## src/hdl/windowed_xor_strobe_selector_macros.svh

```systemverilog
// Assertion macros for the windowed XOR strobe selector.
`ifndef WINDOWED_XOR_STROBE_SELECTOR_MACROS_SVH
`define WINDOWED_XOR_STROBE_SELECTOR_MACROS_SVH

`ifndef SYNTHESIS
`define WXSS_ASSERT_IMP(lbl, clk_i, rst_ni, ante, cons) \
  lbl: assert property (@(posedge clk_i) disable iff (!rst_ni) (ante) |-> (cons)) \
    else $error("%m: assertion failed");
`define WXSS_ASSERT_NXT(lbl, clk_i, rst_ni, ante, cons) \
  lbl: assert property (@(posedge clk_i) disable iff (!rst_ni) (ante) |=> (cons)) \
    else $error("%m: assertion failed");
`else
`define WXSS_ASSERT_IMP(lbl, clk_i, rst_ni, ante, cons)
`define WXSS_ASSERT_NXT(lbl, clk_i, rst_ni, ante, cons)
`endif

`endif

```

## src/hdl/wxss_pkg.sv

```systemverilog
package wxss_pkg;

  localparam int VAL_W     = 64;
  localparam int HASH_W    = 64;
  localparam int OFF_W     = 6;
  localparam int CFG_W     = 6;
  localparam int CFG_IDX_W = 2;
  localparam int RQ_DEPTH  = 128;
  localparam int RQ_AW     = 7;
  localparam int RQ_LW     = 8;

  localparam logic [CFG_IDX_W-1:0] CFG_WINDOW_MIN = 2'd0;
  localparam logic [CFG_IDX_W-1:0] CFG_WINDOW_MAX = 2'd1;
  localparam logic [CFG_IDX_W-1:0] CFG_PICK_MAX   = 2'd2;

  typedef struct packed {
    logic [VAL_W-1:0]  value;
    logic [HASH_W-1:0] hash;
  } ring_entry_t;

  typedef struct packed {
    logic [HASH_W-1:0] strobe_hash;
    logic [OFF_W-1:0]  offset;
  } result_t;

  typedef struct packed {
    logic anchor;
    logic cand;
    logic first;
  } score_ctl_t;

  typedef struct packed {
    logic empty;
    logic full;
    logic last_one;
  } rq_status_t;

  typedef enum logic [2:0] {
    S_IDLE,
    S_CHECK,
    S_ANCHOR,
    S_SCAN,
    S_EMIT,
    S_POP,
    S_OUT
  } state_t;

endpackage

```

## src/hdl/wxss_score.sv

```systemverilog
module wxss_score #(
  parameter int AW = 6
) (
  input  logic                          clk,
  input  wxss_pkg::score_ctl_t          ctl,
  input  logic [AW-1:0]                 cand_off,
  input  logic                          pick_max,
  input  wxss_pkg::ring_entry_t         rd_data,
  output logic [wxss_pkg::HASH_W-1:0]   strobe_hash,
  output logic [AW-1:0]                 best_off
);

  logic [wxss_pkg::VAL_W-1:0]  anc_val_r;
  logic [wxss_pkg::HASH_W-1:0] anc_hash_r;
  logic [wxss_pkg::VAL_W-1:0]  best_score_r;
  logic [wxss_pkg::HASH_W-1:0] best_hash_r;
  logic [AW-1:0]               best_off_r;
  logic [wxss_pkg::VAL_W-1:0]  score;
  logic                        better;

  assign score  = anc_val_r ^ rd_data.value;
  assign better = pick_max ? (score > best_score_r) : (score < best_score_r);

  always_ff @(posedge clk) begin
    if (ctl.anchor) begin
      anc_val_r  <= rd_data.value;
      anc_hash_r <= rd_data.hash;
    end
    if (ctl.cand && (ctl.first || better)) begin
      best_score_r <= score;
      best_hash_r  <= rd_data.hash;
      best_off_r   <= cand_off;
    end
  end

  assign strobe_hash = {anc_hash_r[wxss_pkg::HASH_W-2:0], 1'b0} - best_hash_r;
  assign best_off    = best_off_r;

endmodule

```

## config.mk

```make
export PLATFORM = sky130hd
export DESIGN_NAME = wxss_score
export DESIGN_NICKNAME = d
export VERILOG_FILES = /design/src/hdl/windowed_xor_strobe_selector_macros.svh /design/src/hdl/wxss_pkg.sv /design/src/hdl/wxss_score.sv
export SDC_FILE = /design/constraint.sdc
export NUM_CORES = 1
export LEC_CHECK = 0
export BUFFER_PORTS_ARGS = -buffer_cell sky130_fd_sc_hd__buf_2
export CORE_MARGIN = 5
export CORE_UTILIZATION = 25
export DETAILED_ROUTE_END_ITERATION = 10
export GPL_TIMING_DRIVEN = 1
export PLACE_DENSITY = 0.41
export SLEW_MARGIN = 20
export SYNTH_ARGS = -nofsm -noshare
export SYNTH_HDL_FRONTEND = slang
export SYNTH_SLANG_ARGS = --single-unit
```

## constraint.sdc

```tcl
create_clock -name clk -period 8.62 [get_ports clk]
set_clock_uncertainty 0.2 [all_clocks]
set_input_delay 0.431 -clock clk [delete_from_list [all_inputs] [get_ports clk]]
set_output_delay 0.431 -clock clk [all_outputs]
set_load 0.02 [all_outputs]
```

### Word-level counts from Yosys, hierarchy flattened

Cells that the tools add are included.

| word-level totals | value |
|---|---|
| bits in registers | 261 |
| bits of input ports | 139 |
| logic and storage cells | 12 |

| cells by class | value |
|---|---|
| $add $sub $neg | 1 |
| order comparisons | 2 |
| muxes and demuxes | 1 |
| bitwise operators | 1 |
| reduce and logical (&&, ||, !) cells | 2 |

Operators by type and width:

| kind | number |
|---|---|
| $gt A64 B64 Y1 | 1 |
| $lt A64 B64 Y1 | 1 |
| $sub A64 B64 Y64 | 1 |
| $xor A64 B64 Y64 | 1 |
| $logic_and A1 B1 Y1 | 1 |
| $logic_or A1 B1 Y1 | 1 |
| $mux W1 | 1 |

### Longest topological paths before layout

| logic depth | value |
|---|---|
| depth after elaboration | 5 |
| depth in mapped cells | 13 |

### Least setup slack after synthesis

Ideal clock, no wire load.

| timing path | value |
|---|---|
| path kind | input-to-reg |
| start | input rd_data[69] (netlist name) |
| end | register best_hash_r[0] (netlist name) (enable) |
| data arrival time | 5102 ps |
| path slack | 2814 ps |
| stages | 12 |
| path buffers | 0 |
| cells stage by stage | xor2_1 ha_1 a21o_1 a21o_1 a21oi_1 nor2_1 a211oi_1 o211a_1 o21ai_0 a21oi_1 mux2i_1 o21a_1 |

| on the way | value |
|---|---|
| cells in the longest elaborated chain, start to end | 5 |

Ends and longest elaborated chain:

| element | line | source |
|---|---|---|
| start, declared | wxss_score.sv:8 | `input wxss_pkg::ring_entry_t rd_data,` |
| $xor A64 B64 Y64 (*) | wxss_score.sv:21 | `assign score = anc_val_r ^ rd_data.value;` |
| $lt A64 B64 Y1 / $gt A64 B64 Y1 (equally long branches) | wxss_score.sv:22 | `assign better = pick_max ? (score > best_score_r) : (score < best_score_r);` |
| $mux W1 (*) | wxss_score.sv:22 |  |
| $logic_or A1 B1 Y1 (*) | wxss_score.sv:29 | `if (ctl.cand && (ctl.first \|\| better)) begin` |
| $logic_and A1 B1 Y1 (*) | wxss_score.sv:29 |  |
| end signal, assigned | wxss_score.sv:31 | `best_hash_r <= rd_data.hash;` |
| end, declared | wxss_score.sv:16 | `logic [wxss_pkg::HASH_W-1:0] best_hash_r;` |

Mark *: on every way between the ends. The rest lies on a longest branch, timed or not.
A chain may end at the register's enable or synchronous reset.

### Worst setup path in the final report

| timing path | value |
|---|---|
| start | register best_hash_r[0] (netlist name) |
| end | output strobe_hash[62] (netlist name) |

| on the way | value |
|---|---|
| cells in the longest elaborated chain, start to end | 1 |

Ends and longest elaborated chain:

| element | line | source |
|---|---|---|
| $sub A64 B64 Y64 | wxss_score.sv:36 | `assign strobe_hash = {anc_hash_r[wxss_pkg::HASH_W-2:0], 1'b0} - best_hash_r;` |
| end, declared | wxss_score.sv:9 | `output logic [wxss_pkg::HASH_W-1:0] strobe_hash,` |

Every way passes these cells.

==> reports/results.ini <==
[floorplan]
start_util=0.253
row_count=86
die_w_um=247
ios=209
die_h_um=247
core_mm2=0.0553
die-area_mm2=0.0609

[clock_network]
cts_inserted_buffers=34
cts_sinks=261
cts_root_buf=clkbuf_16
path_clk_slew_ns=0.06
clk_latency_ns=0.54
ctsResizeCount=0
clockBufferDepth=3
post_cts_buffers=0
htreeDepth=2
cts_tree=yes

[finish]
drive_gt1_frac=0.187
fillers=5685
final_nets=1761
regArea_mm2=0.00784
area_growth_pct=30.4
multiInputGateArea_mm2=0.00551

[synth]
ys_warn_count=0
yosysSeqAreaShare=0.559
synth_fp_nets=1407
netlist_area_mm2=0.0140
synth.most_common_cell=edfxtp_1
synth_area_leaders=edfxtp_1 (56%), ha_1 (11%), xor2_1 (5.9%)
yosys.area.top_type_share=0.559
synth_ff_type=edfxtp_1
avgSynthCellArea_um2=12.3
ys_top_cells_by_count=edfxtp_1 (261), inv_1 (145), ha_1 (126)
yosys.area.top_type=edfxtp_1
ys_ff_latch=261
synthArstFlopShare=0
synth_cell_types=62
syn-instance-count=1141
synth_edf_count=261

[power_and_ir_drop]
p_leak_nw=7.81
powerDensity_mw_per_mm2=214
ir_drop_v=0.000130

[setup_path]
crit_path_start_kind=register
crit_fanout=3
r2r_start=anc_val_r[59]$_DFFE_PP_
reg2reg_depth=10
crit_top_cell=o211ai_1
r2r_end=best_score_r[6]$_DFFE_PP_
worstSetupEndpointType=primary output
max_stage_delay_ns=0.49
crit_end=strobe_hash[62]
crit_slowest_cell=fa_1
worstPathCellList=fa_1, and2b_1, o211ai_1, a21boi_2, o211ai_1, o2111ai_1, a32oi_2, a311oi_4, a31oi_2, o41ai_2, xor2_1, buf_2
crit_start=best_hash_r[0]$_DFFE_PP_
cp.required_ns=7.99
crit_type=register to primary output
r2r_setup_slack_ns=4.17
crit_arrival_ns=4.18

[timing]
post-route-min-period_ns=4.81
rsz0062_at_grt=false
drv_slew=0
hold_violations=0
finalCritPeriodShare=0.558
finalWorstSetupSlack_ns=3.81
worst_pin_slew_ns=0.877
tns_ns=0
slew_headroom=0.415
setup_viol=0
max_freq_mhz=208

[route]
first_pass_iters=4
routed_wl_mm=35.7
wl_per_cell_um=15.8
vias_per_cell=4.24
vias=9603
drt.antenna.violating_nets=0
drtIter0Drc=352
remaining_drc_errors=0

[global_routing]
grt_pass1_vias=10100
grt_pass1_wl_mm=55.9
grt_overflow_total=0
grt_max_degree=73
grt_usage=0.117
antenna_found_initial=7

[placement]
gp_congestion=0.755
numPortBuffers=208
place_hpwl_mm=26.4
post-place-ws_ns=3.85

[min_path]
min_from=ctl[2]
hold_path.class=input pin to register

[job]
max_cap_viol_count=0

[run_status]
status=finished clean

## report_power, final
group,switching (mW),internal (mW)
combinational,0.622,0.387
clock,0.545,0.804
sequential,0.0313,1.53
total,1.20,2.72
## worst min path at each step
stage	end	slack, ns	cells after the start
after floorplan	anc_hash_r[0]$_DFFE_PP_	0.33	0
after global placement	best_score_r[0]$_DFFE_PP_	0.37	2
after detailed placement	best_score_r[49]$_DFFE_PP_	0.37	1
after CTS	anc_val_r[11]$_DFFE_PP_	0.21	1
after global routing	anc_val_r[10]$_DFFE_PP_	0.23	1
final	anc_val_r[11]$_DFFE_PP_	0.23	1
## layout make-up
class	instances	area share
Timing Repair Buffer	345	0.132
Sequential cell	261	0.429
Multi-Input combinational cell	708	0.301
Clock buffer	45	0.0500
Antenna cell	4	0.000547
Clock inverter	11	0.00684
Inverter	145	0.0298
Tap cell	748	0.0512
## placed cells by master (no fill, tap or decap), types with 4 or more instances in the layout
| cell type | n |
|---|---|
| edfxtp_1 | 261 |
| buf_2 | 207 |
| inv_1 | 145 |
| dlygate4sd3_1 | 134 |
| ha_1 | 126 |
| xor2_1 | 94 |
| a21oi_1 | 84 |
| a21o_1 | 60 |
| nand2_1 | 49 |
| o21ai_0 | 44 |
| nor2_1 | 39 |
| clkbuf_16 | 35 |
| nand4_1 | 32 |
| xnor2_1 | 29 |
| nand3_1 | 17 |
| o21bai_1 | 12 |
| nor3_1 | 11 |
| o21ai_1 | 10 |
| clkbuf_1 | 10 |
| o21a_1 | 9 |
| a31oi_1 | 7 |
| a211oi_1 | 6 |
| nor2b_1 | 6 |
| nand2b_1 | 6 |
| a21oi_2 | 5 |
| o31ai_1 | 5 |
| diode_2 | 4 |
| o211ai_1 | 4 |
| nor4_1 | 4 |
| clkinv_1 | 4 |
## registers in the layout, summed over array words and instances (netlist names)
register and count:
anc_hash_r 63, anc_val_r 64, best_off 6, best_hash_r 64, best_score_r 64
## routing by layer
| metal | wire, um | up-vias | part of all wire | track usage |
|---|---|---|---|---|
| li1 | - | 4868 | - | - |
| met1 | 16700 | 4498 | 0.47 | 0.155 |
| met2 | 16300 | 171 | 0.46 | 0.188 |
| met3 | 1740 | 60 | 0.049 | 0.0269 |
| met4 | 934 | 6 | 0.026 | 0.0395 |
| met5 | 40 | - | 0.0011 | 0 |
## per-stage QoR
step                hold WS [ns]  instances   util  area (um2)  total power [mW]
global placement           0.368       2073  0.287       15900              2.56
finish                     0.226       2267  0.331       18300              3.92
detailed placement         0.374       2073  0.287       15900              2.56
floorplan                  0.330       1141      -       14000              2.23
global route               0.229       2266  0.331       18300              4.16
CTS                        0.211       2263  0.330       18300              4.00
## kinds of logic after synthesis
group,synth area share
compound gates,0.136
flops,0.559
simple gates,0.0628
buf+inv,0.0486
fa+ha+maj,0.114
xor+xnor,0.0769
mux,0.00214
## critical path, delay by kind of cell, from the launching register on
kind | cells | cell delay (ns)
AND/OR/NAND/NOR | 1 | 0.23
buffers and inverters | 1 | 0.18
flip-flops | 1 | 0.43
AO/OA/AOI/OAI | 8 | 2.15
XOR/XNOR | 1 | 0.16
adder cells (fa/ha/maj) | 1 | 0.49
## repair_timing
item                                    CTS  global route
endpoints found under the setup margin    0             0
endpoints found under the hold margin   218             0
hold buffers                            134             0
(Power assumes the default switching activity.)
